### src/rtl/assert_macros.svh
// Assertion macros for the interpolator RTL.
`ifndef ASSERT_MACROS_SVH
`define ASSERT_MACROS_SVH
`ifndef SYNTHESIS
`define STLI_ASSERT(lbl, clk, rstn, prop, msg) \
	lbl: assert property (@(posedge clk) disable iff (!rstn) prop) else $error(msg);
`define STLI_NEVER(lbl, clk, rstn, cond, msg) \
	lbl: assert property (@(posedge clk) disable iff (!rstn) !(cond)) else $error(msg);
`else
`define STLI_ASSERT(lbl, clk, rstn, prop, msg)
`define STLI_NEVER(lbl, clk, rstn, cond, msg)
`endif
`endif

### src/rtl/stli_pkg.sv
// Shared types and constants of the sorted table linear interpolator.
package stli_pkg;

	localparam int INDEX_WIDTH  = 8;
	localparam int SEG_WIDTH    = 8;
	localparam int STATUS_WIDTH = 3;
	localparam int CFG_WIDTH    = 9;
	localparam int MUL_DIGIT    = 16;

	localparam logic MODE_LOAD  = 1'b0;
	localparam logic MODE_QUERY = 1'b1;

	localparam logic [STATUS_WIDTH-1:0] ST_OK     = 3'd0;
	localparam logic [STATUS_WIDTH-1:0] ST_BELOW  = 3'd1;
	localparam logic [STATUS_WIDTH-1:0] ST_ABOVE  = 3'd2;
	localparam logic [STATUS_WIDTH-1:0] ST_UNORD  = 3'd3;
	localparam logic [STATUS_WIDTH-1:0] ST_ZWIDTH = 3'd4;
	localparam logic [STATUS_WIDTH-1:0] ST_SAT    = 3'd5;
	localparam logic [STATUS_WIDTH-1:0] ST_SINGLE = 3'd6;

	localparam logic [1:0] RES_ZERO   = 2'd0;
	localparam logic [1:0] RES_Y0     = 2'd1;
	localparam logic [1:0] RES_INTERP = 2'd2;

	typedef struct packed {
		logic                    we;
		logic                    cap_x;
		logic                    ld_lo;
		logic                    ld_hi;
		logic                    ld_a;
		logic                    ld_diff;
		logic                    mul_step;
		logic                    div_step;
		logic                    out_load;
		logic [1:0]              res_sel;
		logic [STATUS_WIDTH-1:0] code;
		logic [SEG_WIDTH-1:0]    seg;
	} stli_cmd_t;

	typedef struct packed {
		logic x_lt_lo;
		logic x_lt_rd;
		logic x_gt_rd;
		logic x_lt_hi;
		logic zero_width;
	} stli_stat_t;

endpackage

### src/rtl/stli_ctrl.sv
// Controller: handshakes, table search sequencing, multiply/divide step count.
`include "assert_macros.svh"

module stli_ctrl #(
	parameter int MAX_POINTS  = 256,
	parameter int VALUE_WIDTH = 32,
	localparam int AW = $clog2(MAX_POINTS)
) (
	input  logic                               clk,
	input  logic                               arst_n,
	input  logic                               s_tvalid,
	output logic                               s_tready,
	input  logic                               mode,
	input  logic [stli_pkg::INDEX_WIDTH-1:0]   entry_index,
	input  logic                               cfg_we,
	input  logic [stli_pkg::CFG_WIDTH-1:0]     cfg_wdata,
	output logic                               m_tvalid,
	input  logic                               m_tready,
	input  stli_pkg::stli_stat_t               stat,
	output stli_pkg::stli_cmd_t                cmd,
	output logic [AW-1:0]                      raddr
);

	localparam int NW = ($clog2(MAX_POINTS + 1) > stli_pkg::CFG_WIDTH) ?
		$clog2(MAX_POINTS + 1) : stli_pkg::CFG_WIDTH;
	localparam int MUL_STEPS = (VALUE_WIDTH + stli_pkg::MUL_DIGIT - 1) / stli_pkg::MUL_DIGIT;
	localparam int CNTW = $clog2(VALUE_WIDTH);
	localparam logic [CNTW-1:0] MUL_LAST = CNTW'(MUL_STEPS - 1);
	localparam logic [CNTW-1:0] DIV_LAST = CNTW'(VALUE_WIDTH - 1);

	localparam logic [3:0] S_IDLE  = 4'd0;
	localparam logic [3:0] S_FIRST = 4'd1;
	localparam logic [3:0] S_LAST  = 4'd2;
	localparam logic [3:0] S_MID   = 4'd3;
	localparam logic [3:0] S_CMP   = 4'd4;
	localparam logic [3:0] S_SEGA  = 4'd5;
	localparam logic [3:0] S_SEGB  = 4'd6;
	localparam logic [3:0] S_DIFF  = 4'd7;
	localparam logic [3:0] S_MUL   = 4'd8;
	localparam logic [3:0] S_DIV   = 4'd9;
	localparam logic [3:0] S_DONE  = 4'd10;

	logic [3:0]                        state_q, state_n;
	logic [stli_pkg::CFG_WIDTH-1:0]    point_count_q;
	logic [NW-1:0]                     n_q, n_n, n_cfg;
	logic [AW-1:0]                     lo_q, lo_n, hi_q, hi_n, mid_q, mid_n, seg_q, seg_n;
	logic [AW:0]                       mid_sum;
	logic [1:0]                        res_q, res_n;
	logic [stli_pkg::STATUS_WIDTH-1:0] code_q, code_n;
	logic [CNTW-1:0]                   cnt_q, cnt_n;
	logic                              out_valid_q;
	logic                              accept, idx_ok, bad;

	function automatic logic more_steps(input logic [AW-1:0] l, input logic [AW-1:0] h);
		return ({1'b0, l} + (AW+1)'(1)) < {1'b0, h};
	endfunction

	assign s_tready = state_q == S_IDLE;
	assign m_tvalid = out_valid_q;
	assign accept   = s_tvalid && s_tready;
	assign idx_ok   = NW'(entry_index) < NW'(MAX_POINTS);
	assign n_cfg    = (NW'(point_count_q) > NW'(MAX_POINTS)) ? NW'(MAX_POINTS) :
		NW'(point_count_q);
	assign mid_sum  = {1'b0, lo_q} + {1'b0, hi_q};

	always_comb begin
		cmd     = '0;
		raddr   = '0;
		state_n = state_q;
		n_n     = n_q;
		lo_n    = lo_q;
		hi_n    = hi_q;
		mid_n   = mid_q;
		seg_n   = seg_q;
		res_n   = res_q;
		code_n  = code_q;
		cnt_n   = cnt_q;
		bad     = 1'b0;
		case (state_q)
			S_IDLE: begin
				if (accept) begin
					if (mode == stli_pkg::MODE_LOAD) begin
						cmd.we = idx_ok;
					end else begin
						cmd.cap_x = 1'b1;
						n_n       = n_cfg;
						seg_n     = '0;
						if (n_cfg == '0) begin
							res_n   = stli_pkg::RES_ZERO;
							code_n  = stli_pkg::ST_OK;
							state_n = S_DONE;
						end else begin
							state_n = S_FIRST;
						end
					end
				end
			end
			S_FIRST: begin
				cmd.ld_lo = 1'b1;
				cmd.ld_a  = 1'b1;
				lo_n      = '0;
				hi_n      = AW'(n_q - NW'(1));
				if (n_q == NW'(1)) begin
					res_n   = stli_pkg::RES_Y0;
					code_n  = stli_pkg::ST_SINGLE;
					state_n = S_DONE;
				end else begin
					raddr   = AW'(n_q - NW'(1));
					state_n = S_LAST;
				end
			end
			S_LAST: begin
				cmd.ld_hi = 1'b1;
				state_n   = S_SEGA;
				if (stat.x_lt_lo) begin
					seg_n  = '0;
					code_n = stli_pkg::ST_BELOW;
				end else if (!stat.x_lt_rd) begin
					seg_n  = hi_q - AW'(1);
					code_n = stat.x_gt_rd ? stli_pkg::ST_ABOVE : stli_pkg::ST_OK;
				end else begin
					code_n = stli_pkg::ST_OK;
					if (more_steps(lo_q, hi_q)) begin
						state_n = S_MID;
					end else begin
						seg_n = lo_q;
					end
				end
			end
			S_MID: begin
				mid_n   = mid_sum[AW:1];
				raddr   = mid_sum[AW:1];
				state_n = S_CMP;
			end
			S_CMP: begin
				if (!stat.x_lt_lo && stat.x_lt_rd) begin
					cmd.ld_hi = 1'b1;
					hi_n      = mid_q;
				end else if (!stat.x_lt_rd && stat.x_lt_hi) begin
					cmd.ld_lo = 1'b1;
					lo_n      = mid_q;
				end else begin
					bad = 1'b1;
				end
				if (bad) begin
					seg_n   = '0;
					res_n   = stli_pkg::RES_ZERO;
					code_n  = stli_pkg::ST_UNORD;
					state_n = S_DONE;
				end else if (more_steps(lo_n, hi_n)) begin
					state_n = S_MID;
				end else begin
					seg_n   = lo_n;
					state_n = S_SEGA;
				end
			end
			S_SEGA: begin
				raddr   = seg_q;
				state_n = S_SEGB;
			end
			S_SEGB: begin
				cmd.ld_a = 1'b1;
				raddr    = seg_q + AW'(1);
				state_n  = S_DIFF;
			end
			S_DIFF: begin
				cmd.ld_diff = 1'b1;
				cnt_n       = '0;
				if (stat.zero_width) begin
					res_n   = stli_pkg::RES_ZERO;
					code_n  = stli_pkg::ST_ZWIDTH;
					state_n = S_DONE;
				end else begin
					state_n = S_MUL;
				end
			end
			S_MUL: begin
				cmd.mul_step = 1'b1;
				if (cnt_q == MUL_LAST) begin
					cnt_n   = '0;
					state_n = S_DIV;
				end else begin
					cnt_n = cnt_q + CNTW'(1);
				end
			end
			S_DIV: begin
				cmd.div_step = 1'b1;
				if (cnt_q == DIV_LAST) begin
					res_n   = stli_pkg::RES_INTERP;
					state_n = S_DONE;
				end else begin
					cnt_n = cnt_q + CNTW'(1);
				end
			end
			S_DONE: begin
				cmd.res_sel = res_q;
				cmd.code    = code_q;
				cmd.seg     = stli_pkg::SEG_WIDTH'(seg_q);
				if (!out_valid_q || m_tready) begin
					cmd.out_load = 1'b1;
					state_n      = S_IDLE;
				end
			end
			default: begin
				state_n = S_IDLE;
			end
		endcase
	end

	always_ff @(posedge clk or negedge arst_n) begin
		if (!arst_n) begin
			state_q       <= S_IDLE;
			point_count_q <= '0;
			out_valid_q   <= 1'b0;
			n_q           <= '0;
			lo_q          <= '0;
			hi_q          <= '0;
			mid_q         <= '0;
			seg_q         <= '0;
			res_q         <= stli_pkg::RES_ZERO;
			code_q        <= stli_pkg::ST_OK;
			cnt_q         <= '0;
		end else begin
			state_q <= state_n;
			n_q     <= n_n;
			lo_q    <= lo_n;
			hi_q    <= hi_n;
			mid_q   <= mid_n;
			seg_q   <= seg_n;
			res_q   <= res_n;
			code_q  <= code_n;
			cnt_q   <= cnt_n;
			if (cfg_we) begin
				point_count_q <= cfg_wdata;
			end
			if (cmd.out_load) begin
				out_valid_q <= 1'b1;
			end else if (m_tready) begin
				out_valid_q <= 1'b0;
			end
		end
	end

	`STLI_NEVER(a_no_overwrite, clk, arst_n, cmd.out_load && out_valid_q && !m_tready, "result beat overwritten while stalled")
	`STLI_NEVER(a_search_order, clk, arst_n, ((state_q == S_MID) || (state_q == S_CMP)) && !(lo_q < hi_q), "search bounds crossed")
	`STLI_ASSERT(a_seg_range, clk, arst_n, (state_q == S_SEGA) |-> ((NW'(seg_q) + NW'(1)) < n_q), "segment upper point outside table")

endmodule
### config.mk
export PLATFORM = sky130hd
export DESIGN_NAME = stli_ctrl
export DESIGN_NICKNAME = d
export VERILOG_FILES = /design/src/rtl/stli_pkg.sv /design/src/rtl/stli_ctrl.sv
export VERILOG_INCLUDE_DIRS = /design/src /design/src/rtl
export SDC_FILE = /design/constraint.sdc
export NUM_CORES = 1
export LEC_CHECK = 0
export ABC_AREA = 1
export ABC_CLOCK_PERIOD_IN_PS = 7100
export BUFFER_PORTS_ARGS = -buffer_cell sky130_fd_sc_hd__buf_2
export CORE_ASPECT_RATIO = 0.7
export CORE_MARGIN = 1
export CORE_UTILIZATION = 64
export CTS_CLUSTER_SIZE = 20
export DETAILED_ROUTE_END_ITERATION = 6
export PLACE_DENSITY_LB_ADDON = 0.15
export SETUP_SLACK_MARGIN = 0.05
export SKIP_CTS_REPAIR_TIMING = 1
export SLEW_MARGIN = 20
export SYNTH_ARGS = -nofsm -noshare
export SYNTH_HDL_FRONTEND = slang
export SYNTH_SLANG_ARGS = --single-unit
### constraint.sdc
create_clock -name clk -period 7.1 [get_ports clk]
set_input_delay 1.42 -clock clk [delete_from_list [all_inputs] [get_ports clk]]
set_output_delay 1.42 -clock clk [all_outputs]
set_load 0.05 [all_outputs]
==> results by group <==
Synth
  • Number of flops mapped to enable cells by yosys: 0
  • Fraction of synthesized area in multiplexers: 0
  • Count of state elements after synthesis: 65
  • Synth Area in Adders: 0.08080
  • Fraction of registers with async set or reset after synthesis: 1.000
  • Largest family of logic cells by synthesized area: simple AND/OR/NAND/NOR gates
  • Post-synthesis cell type count: 46
  • Library cell with the largest summed area after synthesis: sky130_fd_sc_hd__dfrtp_1
  • Mapped Area: 4893 µm²
  • Top cell types by occurrence after synthesis: sky130_fd_sc_hd__nand2_1 (142), sky130_fd_sc_hd__inv_1 (115), sky130_fd_sc_hd__dfrtp_1 (65)
  • Top-area cell type share of the netlist area: 0.3324
  • Leading cell types by total area after synthesis: sky130_fd_sc_hd__dfrtp_1 (33%), sky130_fd_sc_hd__nand2_1 (11%), sky130_fd_sc_hd__inv_1 (8.8%)
  • Post-Syn Nets: 748
  • Dominant cell by count in the synthesized netlist: sky130_fd_sc_hd__nand2_1
  • Yosys warnings: 0
  • Simple-gate share of the synthesized area: 0.2715
  • Synth Flop Type: sky130_fd_sc_hd__dfrtp_1
  • Mapped Avg Cell Area: 7.102 µm²
  • Part of the Yosys area used for sequential elements: 0.3324
  • Area share of xor/xnor cells in the synthesized design: 0.03043
  • Post-synthesis cell count: 689
  • Synth Area in Compound Gates: 0.1746

Timing
  • Min cycle time layout: 4.343 ns
  • Final worst-path cycle share: 0.6116
  • Max Clock Freq: 0.2303 GHz
  • RSZ-0062 raised after global routing: false
  • Worst slew slack as a fraction of its limit: 0.3579
  • Final Hold Viols: 0
  • Slew at the pin with the worst max-slew slack: 0.9595 ns
  • Clk_skew: 0.009017 ns
  • Pins over their slew limit: 0
  • Final setup violation count: 0
  • Setup TNS: 0 ns

Global routing
  • Pin count of the biggest net entering global routing: 66
  • Antenna violations before repair: 0
  • Wire length of the first global-routing pass: 21,910 µm
  • GR Util All Layers: 0.3659
  • Via count of the first global-routing pass: 4,304
  • Remaining Overflow, GRT: 0

Clock network
  • Clock net sink count: 65
  • Maximum count of clock buffers along a single path: 2
  • H-tree levels: 3
  • Clock transition time at the flip-flop clock pins of the worst setup and hold paths: 0.08 ns
  • CTS tree: built
  • Clock latency of the later-clocked register in the worst-skew pair: 0.35 ns
  • TritonCTS Buffers: 9
  • Clk root buf: sky130_fd_sc_hd__clkbuf_8

Pwr
  • Power density of the placed cells: 439.5 nW/µm²
  • Share of total power in combinational logic: 0.597
  • Power spent charging and discharging nets: 0.001296 W
  • Cell-internal power: 0.001078 W
  • Leakage Power: 2.795 nW
  • Max rail drop VDD: 0.3448 mV
  • Switching Fraction: 0.5460
  • Clock power frac: 0.139
  • Part of the total power dissipated in sequential elements: 0.264
  • Total design power: 0.002374 W

Hold path
  • Worst hold endpoint: code_q[2]
  • Hold Path Depth: 2
  • Worst Hold Class: reg2reg
  • HP Start: code_q[2]

Drt
  • Number of iterations in the first detailed-routing pass: 7
  • Number of vias after detailed routing: 5,054
  • Number of violations reported at the end of detailed-routing iteration 0: 548
  • Total routed wirelength: 14,120 µm
  • Ratio of routed vias to standard cells: 6.017
  • Wirelength per Cell: 16.81 µm
  • Remaining antenna violation count: 0
  • Drc violations: 0

Critical path
  • R2R Path End: seg_q[1]
  • Startpoint Class: flop
  • Worst flop-to-flop path startpoint: lo_q[0]
  • Worst Path Required: 5.68 ns
  • FF-to-FF setup slack: 4.00 ns
  • Crit path max fanout: 6
  • Critical Path AT: 2.92 ns
  • Type of destination of the critical path: output port
  • Register-to-Register Path Depth: 17
  • Crit path kind: reg2out

Placed design
  • HPWL after DPL: 10,770 µm
  • Final weighted congestion in routability-driven placement: 1.022
  • Port Buffers: 51

Cells and area
  • Relative area change from synthesis to final layout: 10.36%
  • Area used by multi-input combinational logic: 2728 µm²
  • Storage element area: 1627 µm²
  • Share of layout cells above drive strength 1: 0.1321
  • Final-stage net count: 796
  • Antenna Diode Count: 0
  • Layout fillers: 617

Floorplanning
  • Initial core utilization: 0.6656
  • Die width: 106.5 µm
  • Floorplan row count: 26
  • Standard cell core area: 7352 µm²
  • I/O pin total: 60
  • Die Ht: 75.16 µm
  • Die outline area: 8005 µm²

Run status
  • Status: complete, no violations

Run
  • Count of maximum capacitance violations: 0
==> worst max-delay path by stage <==
stage                  from        to  slack [ns]  cells past startpoint
finish              lo_q[0]  raddr[5]        2.76                     13
global route        lo_q[0]  raddr[5]        2.56                     13
CTS                 lo_q[0]  raddr[5]        2.89                     13
detailed placement  stat[3]  seg_q[1]        2.90                     20
global placement    stat[3]  seg_q[0]        2.98                     20
floorplan           stat[4]   cmd[18]        2.67                      5
==> routing by layer <==
metal,up-vias,part of all wire,GRT usage
met5,-,0,0
met4,0,0.020,0.1020
met3,37,0.13,0.1169
met2,348,0.42,0.5397
met1,2303,0.43,0.5203
li1,2366,-,-
==> layout make-up <==
cell class | count | area share
clock buffer | 9 | 0.02294
clock inverter | 7 | 0.01413
inverter | 120 | 0.08387
multi-input combinational | 488 | 0.5051
sequential | 65 | 0.3012
tap | 98 | 0.02271
timing repair buffer | 53 | 0.05005
==> per-stage QoR <==
step                      utilization  instance area, µm²  hold WS, ns  setup WS (ns)  cells
after global routing           0.7345                5400       0.5215          2.559    840
after CTS                      0.7345                5400       0.4934          2.894    840
after detailed placement       0.7073                5200       0.4746          2.901    824
after global placement         0.7073                5200       0.4751          2.982    824
final                          0.7345                5400       0.4937          2.757    840
after floorplan                     -                4893       0.4483          2.671    689
==> power groups by stage <==
| stage | clock network (W) | registers, W | logic (W) |
|---|---|---|---|
| floorplan | 0 | 0.000590 | 0.00104 |
| global placement | 0 | 0.000621 | 0.00132 |
| detailed placement | 0 | 0.000625 | 0.00137 |
| CTS | 0.000333 | 0.000620 | 0.00138 |
| global route | 0.000350 | 0.000641 | 0.00154 |
| finish | 0.000330 | 0.000626 | 0.00142 |
==> cell usage in the layout (no fill, tap or decap), types with 3 or more instances in the layout <==
cell                       synthesis  layout
sky130_fd_sc_hd__dfrtp_1          65      65
sky130_fd_sc_hd__inv_2             3       3
sky130_fd_sc_hd__a31oi_1           7       7
sky130_fd_sc_hd__ha_1             30      30
sky130_fd_sc_hd__nand4_1           9       9
sky130_fd_sc_hd__xor2_1           15      15
sky130_fd_sc_hd__o221ai_1          9       9
sky130_fd_sc_hd__nor3_1           13      13
sky130_fd_sc_hd__clkbuf_8          0       9
sky130_fd_sc_hd__nand2_4           3       3
sky130_fd_sc_hd__nor2_2            4       4
sky130_fd_sc_hd__o211ai_1          6       6
sky130_fd_sc_hd__buf_2             5      51
sky130_fd_sc_hd__inv_1           115     115
sky130_fd_sc_hd__o22ai_1          20      20
sky130_fd_sc_hd__or2_2             4       4
sky130_fd_sc_hd__nand3_1          45      45
sky130_fd_sc_hd__a21o_1            4       4
sky130_fd_sc_hd__a21oi_1          21      21
sky130_fd_sc_hd__o21ai_1           3       3
sky130_fd_sc_hd__nor2_1           64      64
sky130_fd_sc_hd__o21ai_0          62      62
sky130_fd_sc_hd__inv_6             0       3
sky130_fd_sc_hd__nor2_4            3       3
sky130_fd_sc_hd__nand2_1         142     142
sky130_fd_sc_hd__o21ai_2           3       3
==> kinds of logic (layout without fill, tap and decap cells) <==
group	count (synthesis)	count (layout)
XOR/XNOR	17	17
flip-flops	65	65
AND/OR/NAND/NOR	296	296
adder cells (fa/ha/maj)	31	31
buffers and inverters	136	189
AO/OA/AOI/OAI	144	144
==> registers in the layout, summed over array words and instances, names as in the netlist <==
register       count
cnt_q              5
code_q             3
hi_q               8
lo_q               8
m_tvalid           1
mid_q              8
n_q                9
point_count_q      9
res_q              2
seg_q              8
state_q            4
==> critical path, stage by stage, from the launching register on <==
cell	delay [ns]
sky130_fd_sc_hd__dfrtp_1	0.48
sky130_fd_sc_hd__nand2_1	0.15
sky130_fd_sc_hd__inv_1	0.08
sky130_fd_sc_hd__fa_1	0.41
sky130_fd_sc_hd__nand3_1	0.23
sky130_fd_sc_hd__nand2_1	0.13
sky130_fd_sc_hd__nand2_1	0.11
sky130_fd_sc_hd__nand2_1	0.06
sky130_fd_sc_hd__a21oi_1	0.21
sky130_fd_sc_hd__nor2_1	0.06
sky130_fd_sc_hd__nor2_1	0.10
sky130_fd_sc_hd__nand2_1	0.11
sky130_fd_sc_hd__o211ai_1	0.14
sky130_fd_sc_hd__buf_2	0.31
Power figures use the tool's default switching activity.
